==> src/rtl/cla_pkg.sv <==
// ----------------------------------------------------------------------------
// cla_pkg
// Shared constants, codes and controller/datapath interface types for the
// command line assembler with echo.
// ----------------------------------------------------------------------------
package cla_pkg;

    // default line buffer size in bytes
    localparam int LINE_BYTES_DEF = 32;

    // result kinds
    localparam logic [1:0] KIND_ECHO  = 2'd0;
    localparam logic [1:0] KIND_CMD   = 2'd1;
    localparam logic [1:0] KIND_NONE  = 2'd2;
    localparam logic [1:0] KIND_EMPTY = 2'd3;

    // command status
    localparam logic [1:0] ST_CLEAR     = 2'd0;
    localparam logic [1:0] ST_RECEIVING = 2'd1;
    localparam logic [1:0] ST_RECEIVED  = 2'd2;

    // request types
    localparam logic REQ_BYTE  = 1'b0;
    localparam logic REQ_FETCH = 1'b1;

    // character codes
    localparam logic [7:0] CH_BS    = 8'h08;
    localparam logic [7:0] CH_LF    = 8'h0A;
    localparam logic [7:0] CH_CR    = 8'h0D;
    localparam logic [7:0] CH_SPACE = 8'h20;
    localparam logic [7:0] CH_ZERO  = 8'h00;

    // actions applied by the datapath when a word is accepted
    localparam logic [2:0] ACT_IDLE  = 3'd0;
    localparam logic [2:0] ACT_BS    = 3'd1;
    localparam logic [2:0] ACT_EOL   = 3'd2;
    localparam logic [2:0] ACT_CHAR  = 3'd3;
    localparam logic [2:0] ACT_NOCMD = 3'd4;
    localparam logic [2:0] ACT_EMPTY = 3'd5;
    localparam logic [2:0] ACT_FETCH = 3'd6;

    // output data sources
    localparam logic [1:0] SRC_CONST = 2'd0;
    localparam logic [1:0] SRC_CHAR  = 2'd1;
    localparam logic [1:0] SRC_MEM   = 2'd2;

    // datapath status toward the controller
    typedef struct packed {
        logic fetch;
        logic high;
        logic bs;
        logic eol;
        logic line_empty;
        logic line_full;
        logic cmd_ready;
        logic cmd_empty;
        logic out_free;
        logic rd_last;
    } dp_stat_t;

    // controller commands toward the datapath
    typedef struct packed {
        logic [2:0] act;
        logic       emit;
        logic [1:0] kind;
        logic [1:0] src;
        logic [7:0] cbyte;
        logic       last;
        logic       rd_next;
    } ctl_cmd_t;

endpackage

==> src/rtl/cla_datapath.sv <==
// ----------------------------------------------------------------------------
// cla_datapath
// Line and command buffers (one banked memory), counters, status and the
// output register.
// ----------------------------------------------------------------------------
module cla_datapath
    import cla_pkg::*;
#(
    parameter int LINE_BYTES = LINE_BYTES_DEF
)
(
    input  logic       clk,
    input  logic       rst_n,
    input  logic       req_type,
    input  logic [7:0] rx_byte,
    input  ctl_cmd_t   cmd,
    input  logic       out_stall,
    output dp_stat_t   stat,
    output logic       out_valid,
    output logic [1:0] kind,
    output logic [7:0] data,
    output logic       last,
    output logic [1:0] status
);

    localparam int CNT_W     = $clog2(LINE_BYTES);
    localparam int ADDR_W    = CNT_W + 1;
    localparam int MEM_DEPTH = 2 * (1 << CNT_W);

    // two banks: one holds the latched command, the other the line in edit
    logic [7:0]        mem [MEM_DEPTH];

    logic [CNT_W-1:0]  line_count_reg, line_count_next;
    logic [CNT_W-1:0]  cmd_count_reg, cmd_count_next;
    logic              bank_reg, bank_next;
    logic [1:0]        status_reg, status_next;
    logic [7:0]        char_reg;
    logic [CNT_W-1:0]  ptr_reg, ptr_next;
    logic [7:0]        rd_data_reg;
    logic              rd_en;
    logic [ADDR_W-1:0] rd_addr;
    logic [CNT_W-1:0]  ptr_inc;

    logic              out_valid_reg, out_valid_next;
    logic [1:0]        kind_reg;
    logic [7:0]        data_reg;
    logic              last_reg;
    logic [1:0]        status_out_reg;
    logic [7:0]        emit_data;

    // status toward the controller
    assign ptr_inc             = ptr_reg + CNT_W'(1);
    assign stat.fetch          = (req_type == REQ_FETCH);
    assign stat.high           = rx_byte[7];
    assign stat.bs             = (rx_byte == CH_BS);
    assign stat.eol            = (rx_byte == CH_LF) || (rx_byte == CH_CR);
    assign stat.line_empty     = (line_count_reg == '0);
    assign stat.line_full      = (line_count_reg >= CNT_W'(LINE_BYTES - 2));
    assign stat.cmd_ready      = (status_reg == ST_RECEIVED);
    assign stat.cmd_empty      = (cmd_count_reg == '0);
    assign stat.out_free       = !out_valid_reg || !out_stall;
    assign stat.rd_last        = (ptr_inc == cmd_count_reg);

    // counters, bank and status update per action
    always_comb
    begin
        line_count_next = line_count_reg;
        cmd_count_next  = cmd_count_reg;
        bank_next       = bank_reg;
        status_next     = status_reg;
        unique case (cmd.act)
            ACT_BS:
            begin
                line_count_next = line_count_reg - CNT_W'(1);
            end
            ACT_EOL:
            begin
                bank_next       = !bank_reg;
                cmd_count_next  = line_count_reg;
                line_count_next = '0;
                status_next     = ST_RECEIVED;
            end
            ACT_CHAR:
            begin
                line_count_next = line_count_reg + CNT_W'(1);
                status_next     = ST_RECEIVING;
            end
            ACT_EMPTY, ACT_FETCH:
            begin
                status_next = ST_CLEAR;
            end
            default:
            begin
            end
        endcase
    end

    // read pointer for command streaming
    always_comb
    begin
        rd_en    = 1'b0;
        ptr_next = ptr_reg;
        if (cmd.act == ACT_FETCH)
        begin
            rd_en    = 1'b1;
            ptr_next = '0;
        end
        else if (cmd.rd_next)
        begin
            rd_en    = 1'b1;
            ptr_next = ptr_inc;
        end
    end

    assign rd_addr = {bank_reg, ptr_next};

    always_ff @(posedge clk or negedge rst_n)
    begin
        if (!rst_n)
        begin
            line_count_reg <= '0;
            cmd_count_reg  <= '0;
            bank_reg       <= 1'b0;
            status_reg     <= ST_CLEAR;
            ptr_reg        <= '0;
        end
        else
        begin
            line_count_reg <= line_count_next;
            cmd_count_reg  <= cmd_count_next;
            bank_reg       <= bank_next;
            status_reg     <= status_next;
            ptr_reg        <= ptr_next;
        end
    end

    // line memory write and registered read
    always_ff @(posedge clk)
    begin
        if (cmd.act == ACT_CHAR)
        begin
            mem[{!bank_reg, line_count_reg}] <= rx_byte;
        end
        if (rd_en)
        begin
            rd_data_reg <= mem[rd_addr];
        end
    end

    // echoed character
    always_ff @(posedge clk)
    begin
        if (cmd.act == ACT_CHAR)
        begin
            char_reg <= rx_byte;
        end
    end

    // output data select
    always_comb
    begin
        unique case (cmd.src)
            SRC_CHAR: emit_data = char_reg;
            SRC_MEM:  emit_data = rd_data_reg;
            default:  emit_data = cmd.cbyte;
        endcase
    end

    // output register
    always_comb
    begin
        out_valid_next = out_valid_reg;
        if (cmd.emit)
        begin
            out_valid_next = 1'b1;
        end
        else if (!out_stall)
        begin
            out_valid_next = 1'b0;
        end
    end

    always_ff @(posedge clk or negedge rst_n)
    begin
        if (!rst_n)
        begin
            out_valid_reg <= 1'b0;
        end
        else
        begin
            out_valid_reg <= out_valid_next;
        end
    end

    always_ff @(posedge clk)
    begin
        if (cmd.emit)
        begin
            kind_reg       <= cmd.kind;
            data_reg       <= emit_data;
            last_reg       <= cmd.last;
            status_out_reg <= status_reg;
        end
    end

    assign out_valid = out_valid_reg;
    assign kind      = kind_reg;
    assign data      = data_reg;
    assign last      = last_reg;
    assign status    = status_out_reg;

endmodule

==> src/rtl/cla_ctrl.sv <==
// ----------------------------------------------------------------------------
// cla_ctrl
// Controller: decodes each accepted word and sequences the echo and
// command result words.
// ----------------------------------------------------------------------------
module cla_ctrl
    import cla_pkg::*;
(
    input  logic     clk,
    input  logic     rst_n,
    input  logic     in_valid,
    input  dp_stat_t stat,
    output logic     in_stall,
    output ctl_cmd_t cmd
);

    localparam logic [1:0] S_IDLE  = 2'd0;
    localparam logic [1:0] S_ECHO  = 2'd1;
    localparam logic [1:0] S_FETCH = 2'd2;

    localparam logic [2:0] SEQ_BS    = 3'd0;
    localparam logic [2:0] SEQ_EOL   = 3'd1;
    localparam logic [2:0] SEQ_CHAR  = 3'd2;
    localparam logic [2:0] SEQ_NONE  = 3'd3;
    localparam logic [2:0] SEQ_EMPTY = 3'd4;

    logic [1:0] state_reg, state_next;
    logic [2:0] seq_reg, seq_next;
    logic [1:0] step_reg, step_next;
    logic       fin;

    assign in_stall = !fin;

    always_comb
    begin
        cmd        = '0;
        cmd.act    = ACT_IDLE;
        fin        = 1'b0;
        state_next = state_reg;
        seq_next   = seq_reg;
        step_next  = step_reg;

        // emit the current result word
        unique case (state_reg)
            S_IDLE:
            begin
                fin = 1'b1;
            end
            S_ECHO:
            begin
                cmd.kind  = KIND_ECHO;
                cmd.src   = SRC_CONST;
                cmd.cbyte = CH_ZERO;
                unique case (seq_reg)
                    SEQ_BS:
                    begin
                        cmd.cbyte = (step_reg == 2'd1) ? CH_SPACE : CH_BS;
                        cmd.last  = (step_reg == 2'd2);
                    end
                    SEQ_EOL:
                    begin
                        cmd.cbyte = (step_reg == 2'd0) ? CH_CR : CH_LF;
                        cmd.last  = (step_reg == 2'd1);
                    end
                    SEQ_CHAR:
                    begin
                        cmd.src  = SRC_CHAR;
                        cmd.last = 1'b1;
                    end
                    SEQ_NONE:
                    begin
                        cmd.kind = KIND_NONE;
                        cmd.last = 1'b1;
                    end
                    default:
                    begin
                        cmd.kind = KIND_EMPTY;
                        cmd.last = 1'b1;
                    end
                endcase
                if (stat.out_free)
                begin
                    cmd.emit  = 1'b1;
                    fin       = cmd.last;
                    step_next = step_reg + 2'd1;
                end
            end
            S_FETCH:
            begin
                cmd.kind = KIND_CMD;
                cmd.src  = SRC_MEM;
                cmd.last = stat.rd_last;
                if (stat.out_free)
                begin
                    cmd.emit    = 1'b1;
                    cmd.rd_next = !stat.rd_last;
                    fin         = stat.rd_last;
                end
            end
            default:
            begin
                fin = 1'b1;
            end
        endcase

        // decode the next word once the current one is done
        if (fin)
        begin
            state_next = S_IDLE;
            step_next  = 2'd0;
            if (in_valid)
            begin
                priority if (stat.fetch)
                begin
                    priority if (!stat.cmd_ready)
                    begin
                        cmd.act    = ACT_NOCMD;
                        seq_next   = SEQ_NONE;
                        state_next = S_ECHO;
                    end
                    else if (stat.cmd_empty)
                    begin
                        cmd.act    = ACT_EMPTY;
                        seq_next   = SEQ_EMPTY;
                        state_next = S_ECHO;
                    end
                    else
                    begin
                        cmd.act    = ACT_FETCH;
                        state_next = S_FETCH;
                    end
                end
                else if (stat.high)
                begin
                    cmd.act = ACT_IDLE;
                end
                else if (stat.bs)
                begin
                    if (!stat.line_empty)
                    begin
                        cmd.act    = ACT_BS;
                        seq_next   = SEQ_BS;
                        state_next = S_ECHO;
                    end
                end
                else if (stat.eol || stat.line_full)
                begin
                    cmd.act    = ACT_EOL;
                    seq_next   = SEQ_EOL;
                    state_next = S_ECHO;
                end
                else
                begin
                    cmd.act    = ACT_CHAR;
                    seq_next   = SEQ_CHAR;
                    state_next = S_ECHO;
                end
            end
        end
    end

    always_ff @(posedge clk or negedge rst_n)
    begin
        if (!rst_n)
        begin
            state_reg <= S_IDLE;
            seq_reg   <= SEQ_NONE;
            step_reg  <= 2'd0;
        end
        else
        begin
            state_reg <= state_next;
            seq_reg   <= seq_next;
            step_reg  <= step_next;
        end
    end

endmodule

==> src/rtl/command_line_assembler_with_echo.sv <==
// ----------------------------------------------------------------------------
// command_line_assembler_with_echo
// Collects typed bytes into a command line, echoes them, and hands the
// latched command to the host on a fetch request.
// ----------------------------------------------------------------------------
// Input channel (in_valid/in_stall): req_type selects a received byte
// (rx_byte) or a fetch of the completed command. Output channel
// (out_valid/out_stall) carries result words: kind, data, last, status.
// A word is taken at an edge where valid is high and stall is low.
// Accepting a word registers the controller state; the first result is then
// loaded into the output register once it is free. Results follow one per
// cycle while the receiver does not stall: a plain character gives one, a
// backspace three, end of line two, a fetch one per command byte (the memory
// read is pipelined one ahead). The next input word is taken in the cycle its
// predecessor's final result is loaded, so single-echo bytes sustain one word
// per cycle unstalled; a byte with no result leaves the controller idle.
// Line and command share one banked memory; end of line swaps the banks.
// Reset clears counts, status and control; memory contents need none.
// While the receiver stalls, the output word holds, result sequencing
// pauses and in_stall stays high until the final result is loaded.
// ----------------------------------------------------------------------------
module command_line_assembler_with_echo
    import cla_pkg::*;
#(
    parameter int LINE_BYTES = LINE_BYTES_DEF
)
(
    input  logic       clk,
    input  logic       rst_n,
    input  logic       in_valid,
    output logic       in_stall,
    input  logic       req_type,
    input  logic [7:0] rx_byte,
    output logic       out_valid,
    input  logic       out_stall,
    output logic [1:0] kind,
    output logic [7:0] data,
    output logic       last,
    output logic [1:0] status
);

    dp_stat_t stat;
    ctl_cmd_t cmd;

    // controller
    cla_ctrl u_ctrl (
        .clk      (clk),
        .rst_n    (rst_n),
        .in_valid (in_valid),
        .stat     (stat),
        .in_stall (in_stall),
        .cmd      (cmd)
    );

    // datapath
    cla_datapath #(
        .LINE_BYTES (LINE_BYTES)
    ) u_dp (
        .clk       (clk),
        .rst_n     (rst_n),
        .req_type  (req_type),
        .rx_byte   (rx_byte),
        .cmd       (cmd),
        .out_stall (out_stall),
        .stat      (stat),
        .out_valid (out_valid),
        .kind      (kind),
        .data      (data),
        .last      (last),
        .status    (status)
    );

endmodule

==> config.mk <==
export PLATFORM = sky130hd
export DESIGN_NAME = command_line_assembler_with_echo
export DESIGN_NICKNAME = d
export VERILOG_FILES = /design/src/rtl/cla_pkg.sv /design/src/rtl/cla_datapath.sv /design/src/rtl/cla_ctrl.sv /design/src/rtl/command_line_assembler_with_echo.sv
export SDC_FILE = /design/constraint.sdc
export NUM_CORES = 1
export LEC_CHECK = 0
export ABC_AREA = 1
export BUFFER_PORTS_ARGS = -buffer_cell sky130_fd_sc_hd__buf_2
export CORE_AREA = 4 4 243 245
export CTS_CLUSTER_SIZE = 20
export DETAILED_ROUTE_END_ITERATION = 12
export DIE_AREA = 0 0 247 249
export PLACE_DENSITY = 0.7
export SLEW_MARGIN = 0
export SYNTH_ARGS = -nofsm -noshare
export SYNTH_HDL_FRONTEND = slang
export SYNTH_SLANG_ARGS = --single-unit
==> constraint.sdc <==
create_clock -name clk -period 5.6 [get_ports clk]
set_clock_uncertainty 0.2 [all_clocks]
set_input_delay 1.12 -clock clk [delete_from_list [all_inputs] [get_ports clk]]
set_output_delay 1.12 -clock clk [all_outputs]
set_load 0.01 [all_outputs]
* Word-level counts from Yosys, hierarchy flattened
Memory sizes are Yosys's and may differ from the RTL's. A register that Yosys moved wholly into a read port is not among the register bits.
Index checks and enable logic that the tools add are counted.
** Storage, ports and cells
- Register bits :: 47
- Memory bits (writable) :: 512
- Output and inout bits :: 15
- Word-level logic and storage cells :: 115
- Memories :: 1
** Memory list
- u_dp.mem :: words 64, bits a word 8, read ports 1, clocked after memory_dff 1, write ports 1, line cla_datapath.sv:31 : logic [7:0] mem [MEM_DEPTH];
** Cells by class
- Add/sub/neg operators :: 4
- $lt $le $gt $ge :: 1
- Equality and inequality tests :: 23
- Muxes and demuxes :: 52
- Reductions and logical operators :: 20
** Operator list (count)
- 3-bit 2-to-1 mux :: 13
- 8-bit one-hot mux with 2 select lines :: 2
- 8-bit by 4-bit == test with 1-bit output, second input constant :: 3
- 2-bit 2-to-1 mux :: 10
- 1-bit 2-to-1 mux :: 16
- 5-bit one-hot mux with 3 select lines :: 1
- 3-bit by 2-bit == test with 1-bit output, second input constant :: 4
- 5-bit by 1-bit adder with 5-bit output, second input constant :: 2
- 5-bit logical NOT :: 2
- 5-bit 2-to-1 mux :: 2
- 5-bit one-hot mux with 2 select lines :: 1
- 2-bit == test, second input constant :: 4
- 8-bit 2-to-1 mux :: 1
- 2-bit by 1-bit == test with 1-bit output, second input constant :: 3
- 3-bit by 1-bit == test with 1-bit output, second input constant :: 2
- 3-bit == test, second input constant :: 2
- 6-bit 2-to-1 mux :: 1
- 3-bit != test, second input constant :: 2
- 1-bit one-hot mux with 2 select lines :: 3
- 2-bit one-hot mux with 3 select lines :: 1
- 3-bit nonzero test :: 2
- 5-bit == test :: 1
- 5-bit >= comparator, second input constant :: 1
- 1-bit logical NOT :: 5
- 13 further kinds :: 16

* Longest topological paths before layout
Gate-level depths: netlist (run 1).
- Depth in word-level cells :: 12
- Depth in mapped cells :: 23
- Gate-level depth less buffers :: 22

* Hierarchy
Synthesis (run 1) repeated with hierarchy kept, for this count alone.
** Unflattened totals
- Cells, all modules :: 2071
- Area total of the unflattened synthesis :: 24003.0 um^2
** Modules (own cells, without submodules)
- cla_datapath :: instances 1, cells each 1975, area an instance 23338.6 um^2
- cla_ctrl :: instances 1, cells each 96, area an instance 664.4 um^2

* Worst setup path before layout (run 1)
Ideal clock, no wire load.
- Kind :: input port to flip-flop
- Start point :: input port req_type
- End point :: register u_dp.line_count_reg[4]
- Arrival time :: 3349 ps
- Slack :: 1925 ps
- Cell stages on the path :: 15
- Path buffers :: 0
- Cells stage by stage :: o21ai_0 inv_1 nand2_1 nor2_1 a31oi_1 nor2_2 inv_2 nor2_4 inv_1 fa_1 nand2_1 nand2_1 a21oi_1 xor2_1 o22ai_1
** On the way
- Cells in the longest elaborated chain, start to end :: 5
** RTL lines
- from (decl) :: line command_line_assembler_with_echo.sv:32 : input logic req_type,
- 3-bit 2-to-1 mux * :: line cla_ctrl.sv:113 : priority if (stat.fetch)
- 3-bit 2-to-1 mux * :: line cla_ctrl.sv:111 : if (in_valid)
- 3-bit 2-to-1 mux * :: line cla_ctrl.sv:107 : if (fin)
- 3-bit by 2-bit == test with 1-bit output or 3-bit by 1-bit == test with 1-bit output (tied branches) :: line cla_datapath.sv:71 : unique case (cmd.act)
- 5-bit one-hot mux with 3 select lines or 3-bit nonzero test (tied branches)
- to (signal assigned) :: line cla_datapath.sv:129 : line_count_reg <= line_count_next;
- to (decl) :: line cla_datapath.sv:33 : logic [CNT_W-1:0] line_count_reg, line_count_next;
Every way passes the cells marked *; elsewhere a longest branch is shown, timed or not.
A chain may end at the register's enable or synchronous reset.

* Final worst setup path (run 1)
- Start point :: register u_dp.ptr_reg[0]
- End point :: register u_dp.rd_data_reg[0] (read register of u_dp.mem), data pin
** On the way
- Cells in the longest elaborated chain, start to end :: 7
** RTL lines
- from (decl) :: line cla_datapath.sv:38 : logic [CNT_W-1:0] ptr_reg, ptr_next;
- from (signal assigned) :: line cla_datapath.sv:133 : ptr_reg <= ptr_next;
- 5-bit by 1-bit adder with 5-bit output :: line cla_datapath.sv:52 : assign ptr_inc = ptr_reg + CNT_W'(1);
- 5-bit == test :: line cla_datapath.sv:62 : assign stat.rd_last = (ptr_inc == cmd_count_reg);
- 1-bit 2-to-1 mux or 1-bit logical NOT (tied branches) :: line cla_ctrl.sv:93, cla_ctrl.sv:96
- 1-bit one-hot mux with 2 select lines or 1-bit 2-to-1 mux (tied branches) :: line cla_ctrl.sv:44, cla_ctrl.sv:93
- 3-bit 2-to-1 mux or 1-bit 2-to-1 mux (tied branches) :: line cla_ctrl.sv:107, cla_ctrl.sv:44
- 3-bit == test, or another cell as far along :: line cla_datapath.sv:103 : if (cmd.act == ACT_FETCH)
- 5-bit 2-to-1 mux or 1-bit 2-to-1 mux (tied branches) :: line cla_datapath.sv:103
- to (decl) :: line cla_datapath.sv:39 : logic [7:0] rd_data_reg;
Parallel ways exist; a longest one is shown, timed or not.

==> impl_metrics.prom, run 1 <==
# TYPE chip_impl_metric gauge
chip_impl_info{name="run_status",value="completed"} 1
chip_impl_metric{name="tritoncts.num_buffers",unit=""} 55
chip_impl_metric{name="timing.critical_path.buf_inv",unit=""} 2
chip_impl_metric{name="synth-edff-count",unit=""} 541
chip_impl_metric{name="report.final.setup_viol",unit=""} 0
chip_impl_metric{name="tightest_pin_transition",unit="ns"} 0.970
chip_impl_info{name="setup_repair_after_global_routing_missed_its_margin",value="false"} 1
chip_impl_info{name="critical-path-slowest-cell",value="sky130_fd_sc_hd__buf_4"} 1
chip_impl_metric{name="max_stage_delay",unit="ns"} 0.70
chip_impl_info{name="synth_flop_cell",value="sky130_fd_sc_hd__edfxtp_1"} 1
chip_impl_info{name="cts_tree",value="built"} 1
chip_impl_info{name="timing.critical_path.cells",value="ha_1 > nand3_1 > nand2_1 > nand2_1 > nand2_1 > nand2_1 > nand3_4 > nand2_1 > nand2_1 > nand2_4 > nand2_8 > nand2_4 > inv_2 > buf_4 > nor2_1 > o21ai_1 > nand3_1 > nand3_1 > nand3_1 > nand3_1 > nand2_1"} 1
chip_impl_metric{name="final_design_area_no_fill",unit="mm2"} 0.0284
chip_impl_metric{name="finish.utilization",unit="%"} 49.7
chip_impl_metric{name="share_seq_of_total_power",unit="%"} 36.2
chip_impl_metric{name="grt_start_max_net_pins",unit=""} 153
chip_impl_metric{name="drt_wl_total",unit="um"} 65800
chip_impl_metric{name="synthesis.yosys.warnings",unit=""} 0
chip_impl_metric{name="post_route_cells_drive_above_1_share",unit="%"} 9.26
chip_impl_metric{name="viasPerCell",unit=""} 5.47
chip_impl_metric{name="report.final.hold_viol_count",unit=""} 0
chip_impl_metric{name="hpwl",unit="um"} 39200
chip_impl_metric{name="synthesis.area",unit="mm2"} 0.0255
chip_impl_metric{name="grt_usage",unit="%"} 21.2
chip_impl_info{name="synth_area_leader_cell",value="sky130_fd_sc_hd__edfxtp_1"} 1
chip_impl_metric{name="tritoncts_num_sinks",unit=""} 567
chip_impl_metric{name="net-switching-power",unit="W"} 0.00553
chip_impl_metric{name="worst_ep_required_time",unit="ns"} 5.77
chip_impl_metric{name="core_region_area",unit="mm2"} 0.0571
chip_impl_metric{name="critPathMaxFanout",unit=""} 72
chip_impl_metric{name="clock_insertion_delay_worst_skew",unit="ns"} 0.62
chip_impl_info{name="synth_area_leaders",value="sky130_fd_sc_hd__edfxtp_1 64%, sky130_fd_sc_hd__nand3_1 9.7%, sky130_fd_sc_hd__nand2_1 4.8%"} 1
chip_impl_metric{name="finish.net_count",unit=""} 2465
chip_impl_metric{name="max_ffs_per_register",unit=""} 512
chip_impl_metric{name="finalMaxSlewViolations",unit=""} 0
chip_impl_metric{name="clkTransAtPathRegs",unit="ns"} 0.07
chip_impl_info{name="regMostFlops",value="u_dp.mem"} 1
chip_impl_metric{name="buffer_ports.inserted",unit=""} 27
chip_impl_metric{name="initial_core_util",unit="%"} 44.6
chip_impl_metric{name="syn_area_per_cell",unit="um2"} 10.8
chip_impl_metric{name="dr_total_vias",unit=""} 17800
chip_impl_metric{name="routed_wire_length_per_instance",unit="um"} 20.3
chip_impl_metric{name="power.density_cell_area",unit="mW/mm2"} 487
chip_impl_metric{name="grt_first_pass_wirelength",unit="um"} 101000
chip_impl_info{name="path_class_of_the_lowest_slack_min_delay_path",value="reg -> reg"} 1
chip_impl_metric{name="drc_viols",unit=""} 0
chip_impl_metric{name="clock_power_share",unit="%"} 25.4
chip_impl_metric{name="first_global_vias",unit=""} 17300
chip_impl_metric{name="die_area",unit="mm2"} 0.0615
chip_impl_metric{name="cts_resized",unit=""} 0
chip_impl_info{name="critical-path-top-delay-family",value="simple AND/OR/NAND/NOR gates"} 1
chip_impl_info{name="crit_path_frequent_cell",value="sky130_fd_sc_hd__nand2_1"} 1
chip_impl_metric{name="swShare",unit="%"} 40.0
chip_impl_metric{name="die_width",unit="um"} 247
chip_impl_metric{name="gp_congestion",unit=""} 0.913
chip_impl_metric{name="power_frac_comb",unit="%"} 38.4
chip_impl_metric{name="final_critical_path_required_period",unit="ns"} 4.46
chip_impl_metric{name="p_int",unit="W"} 0.00830
chip_impl_info{name="clock_tree.root_cell",value="sky130_fd_sc_hd__clkbuf_16"} 1
chip_impl_metric{name="setup-tns-final",unit="ns"} 0
chip_impl_metric{name="slew_headroom",unit="%"} 35.1
chip_impl_metric{name="floorplan.rows",unit=""} 88
chip_impl_metric{name="nFillCells",unit=""} 4925
chip_impl_metric{name="share_of_async_settable_or_async_resettable_flops_after_synthesis",unit="%"} 4.59
chip_impl_metric{name="antenna_cells",unit=""} 0
chip_impl_metric{name="ctsLongestPathBuffers",unit=""} 3
chip_impl_metric{name="synth_top_cell_area_share",unit="%"} 63.8
chip_impl_metric{name="synth.yosys.seq_area_share",unit="%"} 66.3
chip_impl_metric{name="worst_voltage_drop_across_the_vdd_grid",unit="V"} 0.000494
chip_impl_metric{name="power.leakage",unit="nW"} 11.2
chip_impl_metric{name="area.growth.synth_to_final",unit="%"} 11.4
chip_impl_metric{name="number_of_buffers_inserted_by_post_cts_setup_repair",unit=""} 0
chip_impl_info{name="setup_crit_path_kind",value="reg -> reg"} 1
chip_impl_metric{name="synth.lib_cells_used.distinct",unit=""} 45
chip_impl_metric{name="fraction_of_the_cycle_the_final_worst_path_needs",unit="%"} 79.6
chip_impl_metric{name="crit_path_arrival_time",unit="ns"} 4.63
chip_impl_metric{name="postPlaceCellArea",unit="mm2"} 0.0267
chip_impl_metric{name="detailedRoute.firstIterationViolations",unit=""} 2024
chip_impl_info{name="timing.critical_path.to_type",value="flip-flop"} 1
chip_impl_metric{name="fmax",unit="MHz"} 224
chip_impl_metric{name="gr-total-overflow",unit=""} 0
chip_impl_metric{name="grt_antenna_before_repair",unit=""} 0
chip_impl_info{name="worstSetupStartpointType",value="flip-flop"} 1
chip_impl_metric{name="timing.max_cap.violations",unit=""} 0
chip_impl_metric{name="count_of_nets_left_with_antenna_violations_after_detail_routing",unit=""} 0
chip_impl_metric{name="length_of_the_first_detailed_routing_pass_in_iterations",unit=""} 7
chip_impl_metric{name="netlist_instances",unit=""} 2358
chip_impl_metric{name="design.portCount",unit=""} 28
chip_impl_metric{name="ys_ff_latch",unit=""} 567
chip_impl_metric{name="postCtsHoldBufs",unit=""} 0
chip_impl_metric{name="htreeDepth",unit=""} 2
chip_impl_metric{name="die_y",unit="um"} 249
## Yosys cell counts (13+ instances only)
library cell / count
sky130_fd_sc_hd__inv_1: 312
sky130_fd_sc_hd__nand3b_1: 120
sky130_fd_sc_hd__edfxtp_1: 541
sky130_fd_sc_hd__o21ai_0: 44
sky130_fd_sc_hd__buf_2: 76
sky130_fd_sc_hd__dfrtp_1: 24
sky130_fd_sc_hd__nand4_1: 13
sky130_fd_sc_hd__nand2_1: 326
sky130_fd_sc_hd__a21oi_1: 13
sky130_fd_sc_hd__buf_6: 22
sky130_fd_sc_hd__nand3_1: 493
sky130_fd_sc_hd__clkbuf_1: 24
sky130_fd_sc_hd__nor2_1: 257
## power by group through the flow
stage	Clock, W	Sequential, W	Combinational [W]
detailed placement	0	0.00509	0.00519
finish	0.00352	0.00501	0.00531
floorplan	0	0.00502	0.00384
global placement	0	0.00508	0.00512
CTS	0.00356	0.00500	0.00522
global route	0.00374	0.00502	0.00580
## path summary, 6_finish.rpt
| kind | end | startpoint | cells past startpoint | slack, ns |
|---|---|---|---|---|
| worst min register to register | u_dp.status[1] | u_dp.status_reg[1] | 0 | 0.27 |
| worst max register to register | u_dp.rd_data_reg[0] | u_dp.ptr_reg[0] | 21 | 1.14 |
| max in group asynchronous | u_dp.line_count_reg[4] | rst_n | 1 | 4.47 |
| min in group asynchronous | u_dp.out_valid | rst_n | 1 | 0.32 |
| worst max-delay path | u_dp.rd_data_reg[0] | u_dp.ptr_reg[0] | 21 | 1.14 |
| worst min-delay path | u_dp.status[1] | u_dp.status_reg[1] | 0 | 0.27 |
## worst reg2reg max path, stage by stage, from the launching register on
cell and delay, ns:
sky130_fd_sc_hd__dfrtp_1 0.52, sky130_fd_sc_hd__ha_1 0.27, sky130_fd_sc_hd__nand3_1 0.09, sky130_fd_sc_hd__nand2_1 0.09
sky130_fd_sc_hd__nand2_1 0.08, sky130_fd_sc_hd__nand2_1 0.07, sky130_fd_sc_hd__nand2_1 0.08, sky130_fd_sc_hd__nand3_4 0.12
sky130_fd_sc_hd__nand2_1 0.07, sky130_fd_sc_hd__nand2_1 0.11, sky130_fd_sc_hd__nand2_4 0.11, sky130_fd_sc_hd__nand2_8 0.42
sky130_fd_sc_hd__nand2_4 0.12, sky130_fd_sc_hd__inv_2 0.42, sky130_fd_sc_hd__buf_4 0.70, sky130_fd_sc_hd__nor2_1 0.12
sky130_fd_sc_hd__o21ai_1 0.11, sky130_fd_sc_hd__nand3_1 0.17, sky130_fd_sc_hd__nand3_1 0.13, sky130_fd_sc_hd__nand3_1 0.08
sky130_fd_sc_hd__nand3_1 0.10, sky130_fd_sc_hd__nand2_1 0.06
## logic make-up (layout without fill, tap and decap cells)
| logic type | after synthesis | in the layout | synth area share, % |
|---|---|---|---|
| simple gates | 1242 | 1242 | 23.3 |
| other cells | 1 | 32 | 0.0147 |
| compound gates | 81 | 81 | 1.75 |
| buf+inv | 447 | 542 | 7.71 |
| fa+ha+maj | 12 | 12 | 0.619 |
| flops | 567 | 567 | 66.3 |
| xor+xnor | 8 | 8 | 0.275 |
## metrics by stage
step / hold slack, ns / instances / setup slack, ns / power [W]
floorplan: 0.225 / 2389 / 1.93 / 0.00886
global placement: 0.241 / 3148 / 1.13 / 0.0102
detailed placement: 0.258 / 3148 / 1.09 / 0.0103
CTS: 0.276 / 3249 / 1.19 / 0.0138
global route: 0.282 / 3249 / 0.789 / 0.0146
finish: 0.272 / 3249 / 1.14 / 0.0138
## placed cells by master (no fill, tap or decap), types with 2 or more instances in the layout
cell	Yosys	layout
sky130_fd_sc_hd__clkbuf_1	24	9
sky130_fd_sc_hd__nor2_1	257	257
sky130_fd_sc_hd__bufinv_16	0	3
sky130_fd_sc_hd__dfrtp_1	24	24
sky130_fd_sc_hd__o21ai_0	44	44
sky130_fd_sc_hd__inv_2	5	4
sky130_fd_sc_hd__nor2_2	12	12
sky130_fd_sc_hd__dfstp_2	2	2
sky130_fd_sc_hd__buf_12	0	5
sky130_fd_sc_hd__nor4_1	2	2
sky130_fd_sc_hd__nand2_4	6	7
sky130_fd_sc_hd__nor3_1	2	2
sky130_fd_sc_hd__nand3b_1	120	120
sky130_fd_sc_hd__nand4_1	13	13
sky130_fd_sc_hd__o31ai_1	2	2
sky130_fd_sc_hd__nand3_1	493	493
sky130_fd_sc_hd__clkinv_2	0	9
sky130_fd_sc_hd__inv_1	312	312
sky130_fd_sc_hd__o21ai_1	8	8
sky130_fd_sc_hd__conb_1	1	32
sky130_fd_sc_hd__buf_2	76	27
sky130_fd_sc_hd__ha_1	11	11
sky130_fd_sc_hd__buf_4	4	91
sky130_fd_sc_hd__nand2_1	326	326
sky130_fd_sc_hd__xnor2_1	3	3
sky130_fd_sc_hd__nand3_4	2	2
sky130_fd_sc_hd__clkbuf_16	0	56
sky130_fd_sc_hd__clkinv_1	1	22
sky130_fd_sc_hd__xor2_1	5	5
sky130_fd_sc_hd__a211oi_1	2	2
sky130_fd_sc_hd__edfxtp_1	541	541
sky130_fd_sc_hd__o22ai_1	4	4
sky130_fd_sc_hd__nand3_2	5	5
sky130_fd_sc_hd__a21oi_1	13	13
## routing by layer
| layer | GRT usage (%) | vias up | routed length [um] |
|---|---|---|---|
| li1 | - | 8146 | - |
| met1 | 28.4 | 8571 | 25800 |
| met2 | 33.6 | 875 | 30600 |
| met3 | 4.18 | 174 | 6290 |
| met4 | 9.52 | 0 | 3120 |
| met5 | 0 | - | 0 |
## final cells by class
type / instances / area, um2 / share of cell area, %
Clock buffer: 65 / 1440 / 5.06
Clock inverter: 36 / 246 / 0.868
Inverter: 318 / 1200 / 4.23
Multi-Input combinational cell: 1375 / 6730 / 23.7
Sequential cell: 567 / 16900 / 59.5
Tap cell: 765 / 957 / 3.37
Timing Repair Buffer: 123 / 918 / 3.24
No activity file was read; power rests on OpenSTA's default activity.
==> run 2, diff against run 1 <==
--- a/config.mk
+++ b/config.mk
@@ -5,13 +5,13 @@
 export SDC_FILE = /design/constraint.sdc
 export NUM_CORES = 1
 export LEC_CHECK = 0
-export ABC_AREA = 1
+export ABC_AREA = 0
 export BUFFER_PORTS_ARGS = -buffer_cell sky130_fd_sc_hd__buf_2
-export CORE_AREA = 4 4 243 245
+export CORE_AREA = 4 4 237 239
 export CTS_CLUSTER_SIZE = 20
 export DETAILED_ROUTE_END_ITERATION = 12
-export DIE_AREA = 0 0 247 249
-export PLACE_DENSITY = 0.7
+export DIE_AREA = 0 0 241 243
+export PLACE_DENSITY = 0.72
 export SLEW_MARGIN = 0
 export SYNTH_ARGS = -nofsm -noshare
 export SYNTH_HDL_FRONTEND = slang
==> constraint.sdc (replaced) <==
create_clock -name clk -period 3.99 [get_ports clk]
set_clock_uncertainty 0.2 [all_clocks]
set_input_delay 0.798 -clock clk [delete_from_list [all_inputs] [get_ports clk]]
set_output_delay 0.798 -clock clk [all_outputs]
set_load 0.01 [all_outputs]
==> run 2 against run 1 <==
Against the previous run:
- first-iteration DRC count increased by 22%
- sequential cell count unchanged
- critical path type unchanged
- die area decreased by 4.8%
- via count decreased by 2.5%
- synthesized cell count decreased by 29%
- maximum frequency increased by 12%
- clock power increased by 44%
==> impl_metrics.prom, run 2 <==
# TYPE chip_impl_metric gauge
chip_impl_info{name="run_status",value="completed"} 1
chip_impl_metric{name="nFillCells",unit=""} 4164
chip_impl_metric{name="fmax",unit="MHz"} 251
chip_impl_metric{name="floorplan.rows",unit=""} 85
chip_impl_metric{name="die_width",unit="um"} 241
chip_impl_info{name="cts_tree",value="built"} 1
chip_impl_info{name="regMostFlops",value="u_dp.mem"} 1
chip_impl_info{name="min_from",value="u_dp.char_reg[5]"} 1
chip_impl_metric{name="core_region_area",unit="mm2"} 0.0538
chip_impl_info{name="synth_most_common_cell",value="sky130_fd_sc_hd__edfxtp_1"} 1
chip_impl_metric{name="synth.yosys.seq_area_share",unit="%"} 70.1
chip_impl_metric{name="timing.max_cap.violations",unit=""} 0
chip_impl_metric{name="power.leakage",unit="nW"} 10.2
chip_impl_metric{name="worst_voltage_drop_across_the_vdd_grid",unit="V"} 0.000451
chip_impl_metric{name="tightest_pin_transition",unit="ns"} 1.10
chip_impl_metric{name="met3WireLength",unit="um"} 7950
chip_impl_metric{name="r2r_cells",unit=""} 15
chip_impl_metric{name="design.portCount",unit=""} 28
chip_impl_info{name="path_class_of_the_lowest_slack_min_delay_path",value="reg -> reg"} 1
chip_impl_info{name="dr.max_layer_used",value="met5"} 1
chip_impl_info{name="worstSetupStartpointType",value="flip-flop"} 1
chip_impl_metric{name="ctsLongestPathBuffers",unit=""} 3
chip_impl_metric{name="tritoncts_num_sinks",unit=""} 567
chip_impl_info{name="r2r-start",value="u_dp.ptr_reg[1]"} 1
chip_impl_metric{name="critPathMaxFanout",unit=""} 17
chip_impl_metric{name="finish.utilization",unit="%"} 54.9
chip_impl_metric{name="gr-total-overflow",unit=""} 0
chip_impl_info{name="end_point_of_the_worst_hold_path",value="u_dp.data[5]"} 1
chip_impl_metric{name="hold_depth",unit=""} 2
chip_impl_metric{name="synthesis.area",unit="mm2"} 0.0241
chip_impl_info{name="worstReg2RegEnd",value="u_dp.rd_data_reg[0]"} 1
chip_impl_metric{name="detailroute.wirelength.met2",unit="um"} 32100
chip_impl_info{name="synth_flop_cell",value="sky130_fd_sc_hd__edfxtp_1"} 1
chip_impl_metric{name="area.growth.synth_to_final",unit="%"} 22.6
chip_impl_metric{name="slew_headroom",unit="%"} 26.0
chip_impl_metric{name="finalMaxSlewViolations",unit=""} 0
chip_impl_metric{name="preCtsSetupSlack",unit="ns"} -0.422
chip_impl_metric{name="regToRegSetupSlack",unit="ns"} 0.007
chip_impl_metric{name="drt_wl_total",unit="um"} 70600
chip_impl_metric{name="report.final.hold_viol_count",unit=""} 0
chip_impl_metric{name="layout_setup_ws",unit="ns"} 0.00746
chip_impl_metric{name="grt_start_max_net_pins",unit=""} 66
chip_impl_info{name="synth_area_leader_cell",value="sky130_fd_sc_hd__edfxtp_1"} 1
chip_impl_metric{name="clock_insertion_delay_worst_skew",unit="ns"} 0.62
chip_impl_metric{name="met1_routed_length",unit="um"} 26800
chip_impl_metric{name="hpwl",unit="um"} 45000
chip_impl_metric{name="crit_path_arrival_time",unit="ns"} 4.13
chip_impl_metric{name="postPlaceCellArea",unit="mm2"} 0.0272
chip_impl_metric{name="syn_area_per_cell",unit="um2"} 14.4
chip_impl_metric{name="synth-edff-count",unit=""} 541
chip_impl_metric{name="gp_congestion",unit=""} 0.938
chip_impl_metric{name="length_of_the_first_detailed_routing_pass_in_iterations",unit=""} 7
chip_impl_metric{name="die_y",unit="um"} 243
chip_impl_info{name="synth_area_leaders",value="sky130_fd_sc_hd__edfxtp_1 67%, sky130_fd_sc_hd__dfrtp_1 2.5%, sky130_fd_sc_hd__nor2_1 2.1%"} 1
chip_impl_metric{name="grt_usage",unit="%"} 23.1
chip_impl_metric{name="tritoncts.num_buffers",unit=""} 56
chip_impl_metric{name="htreeDepth",unit=""} 2
chip_impl_metric{name="setup-tns-final",unit="ns"} 0
chip_impl_metric{name="count_of_nets_left_with_antenna_violations_after_detail_routing",unit=""} 0
chip_impl_metric{name="power.density_cell_area",unit="mW/mm2"} 687
chip_impl_metric{name="post_route_cells_drive_above_1_share",unit="%"} 26.1
chip_impl_metric{name="synthesis.yosys.warnings",unit=""} 0
chip_impl_info{name="timing.critical_path.to_type",value="flip-flop"} 1
chip_impl_metric{name="worst_ep_required_time",unit="ns"} 4.14
chip_impl_metric{name="synth.lib_cells_used.distinct",unit=""} 89
chip_impl_metric{name="routed_wire_length_per_instance",unit="um"} 25.9
chip_impl_metric{name="max_ffs_per_register",unit=""} 512
chip_impl_info{name="layout_commonest_cell",value="sky130_fd_sc_hd__edfxtp_1"} 1
chip_impl_metric{name="final_critical_path_required_period",unit="ns"} 3.98
chip_impl_metric{name="clkTransAtPathRegs",unit="ns"} 0.06
chip_impl_metric{name="first_global_vias",unit=""} 16800
chip_impl_metric{name="die_area",unit="mm2"} 0.0586
chip_impl_info{name="synth.top_cells.by_count",value="541 x sky130_fd_sc_hd__edfxtp_1, 136 x sky130_fd_sc_hd__nor2_1, 121 x sky130_fd_sc_hd__nand2_1"} 1
chip_impl_info{name="setup_repair_after_global_routing_missed_its_margin",value="true"} 1
chip_impl_metric{name="drc_viols",unit=""} 0
chip_impl_metric{name="synth_top_cell_area_share",unit="%"} 67.4
chip_impl_metric{name="share_of_async_settable_or_async_resettable_flops_after_synthesis",unit="%"} 4.59
chip_impl_metric{name="hold_ws",unit="ns"} 0.324
chip_impl_metric{name="viasPerCell",unit=""} 6.36
chip_impl_metric{name="grt_antenna_before_repair",unit=""} 2
chip_impl_metric{name="buffer_ports.inserted",unit=""} 27
chip_impl_metric{name="report.final.setup_viol",unit=""} 0
chip_impl_metric{name="detailedRoute.firstIterationViolations",unit=""} 2463
chip_impl_info{name="setup_crit_path_kind",value="reg -> reg"} 1
chip_impl_info{name="clock_tree.root_cell",value="sky130_fd_sc_hd__clkbuf_16"} 1
chip_impl_metric{name="fraction_of_the_cycle_the_final_worst_path_needs",unit="%"} 99.8
chip_impl_metric{name="ys_ff_latch",unit=""} 567
chip_impl_metric{name="final_design_area_no_fill",unit="mm2"} 0.0296
chip_impl_metric{name="finish.net_count",unit=""} 2013
chip_impl_info{name="layout_common_cells",value="541 x sky130_fd_sc_hd__edfxtp_1, 281 x sky130_fd_sc_hd__buf_4, 134 x sky130_fd_sc_hd__nor2_1, 118 x sky130_fd_sc_hd__nand2_1, 59 x sky130_fd_sc_hd__clkbuf_16"} 1
chip_impl_metric{name="grt_first_pass_wirelength",unit="um"} 103000
chip_impl_metric{name="netlist_instances",unit=""} 1674
chip_impl_metric{name="dr_total_vias",unit=""} 17300
chip_impl_metric{name="initial_core_util",unit="%"} 44.8
==> run 2: cell count changes after synthesis, moves of 32 or more <==
cell,delta
sky130_fd_sc_hd__a222oi_1,+41
sky130_fd_sc_hd__buf_2,-32
sky130_fd_sc_hd__nand3b_1,-116
sky130_fd_sc_hd__nand3_1,-465
sky130_fd_sc_hd__a22o_1,+38
sky130_fd_sc_hd__o221ai_1,+55
sky130_fd_sc_hd__nand2_1,-205
sky130_fd_sc_hd__a221oi_1,+58
sky130_fd_sc_hd__inv_1,-301
sky130_fd_sc_hd__nor2_1,-121
==> run 2: how the worst max path moves through the flow <==
stage | depth (start not counted) | end | from | slack (ns)
final | 15 | u_dp.rd_data_reg[0] | u_dp.ptr_reg[1] | 0.007
after global routing | 15 | u_dp.rd_data_reg[0] | u_dp.ptr_reg[1] | -0.16
after CTS | 17 | u_dp.rd_data_reg[6] | u_dp.ptr_reg[0] | 0.01
after detailed placement | 15 | u_dp.rd_data_reg[0] | u_dp.ptr_reg[1] | -0.42
after global placement | 16 | u_dp.line_count_reg[4] | rx_byte[4] | -0.30
after floorplan | 15 | u_dp.line_count_reg[4] | u_dp.ptr_reg[1] | 0.05
==> run 2: per-stage QoR <==
stage | instances | total power [W]
after floorplan | 1705 | 0.0113
after global placement | 2609 | 0.0143
after detailed placement | 2609 | 0.0144
after CTS | 2714 | 0.0196
after global routing | 2725 | 0.0211
final | 2725 | 0.0203
==> run 2: cell type report <==
type	count	area (um2)	share of cell area, %
inverter	16	60.1	0.203
timing repair buffer	338	2770	9.36
tap	696	871	2.95
clock buffer	67	1460	4.95
antenna	1	2.50	0.00846
clock inverter	31	280	0.948
sequential	567	16900	57.2
multi-input combinational	1009	7220	24.4
==> run 2: cell families (layout without fill, tap and decap cells) <==
logic type | after synthesis | after routing | synth area share, %
simple gates | 407 | 407 | 7.87
compound gates | 496 | 496 | 16.2
mux | 49 | 49 | 2.15
other cells | 1 | 33 | 0.0156
xor+xnor | 13 | 13 | 0.566
buf+inv | 129 | 452 | 2.45
fa+ha+maj | 12 | 12 | 0.654
flops | 567 | 567 | 70.1
==> run 2: critical path, stage by stage (launching register included) <==
cell and delay [ns]:
sky130_fd_sc_hd__dfrtp_1 0.42, sky130_fd_sc_hd__ha_4 0.22, sky130_fd_sc_hd__nor4bb_4 0.31, sky130_fd_sc_hd__a211oi_1 0.12, sky130_fd_sc_hd__buf_4 0.17, sky130_fd_sc_hd__nor4b_1 0.27, sky130_fd_sc_hd__a21oi_1 0.20, sky130_fd_sc_hd__nand3_2 0.13
sky130_fd_sc_hd__buf_4 0.12, sky130_fd_sc_hd__buf_4 0.27, sky130_fd_sc_hd__nand2_2 0.23, sky130_fd_sc_hd__a221oi_2 0.36, sky130_fd_sc_hd__a221oi_2 0.12, sky130_fd_sc_hd__buf_4 0.18, sky130_fd_sc_hd__a22oi_1 0.18, sky130_fd_sc_hd__o211ai_1 0.18
==> run 2: power breakdown <==
part,switching (W),internal (W)
clock network,0.00216,0.00292
logic,0.00479,0.00337
registers,0.000250,0.00682
total,0.00720,0.0131
==> run 2: what timing repair did <==
item | CTS | global route
cloned | 0 | 2
endpoints found under the hold margin | 1 | 0
buffers inserted | 6 | 8
resized for setup | 23 | 68
hold buffers | 1 | 0
pin swaps | 6 | 23
endpoints found under the setup margin | 9 | 265
==> run 2: per-layer routing <==
layer	vias to the layer above	global-route usage, %
li1	7448	-
met1	8512	31.8
met2	1161	35.5
met3	199	4.61
met4	2	11.0
met5	-	0
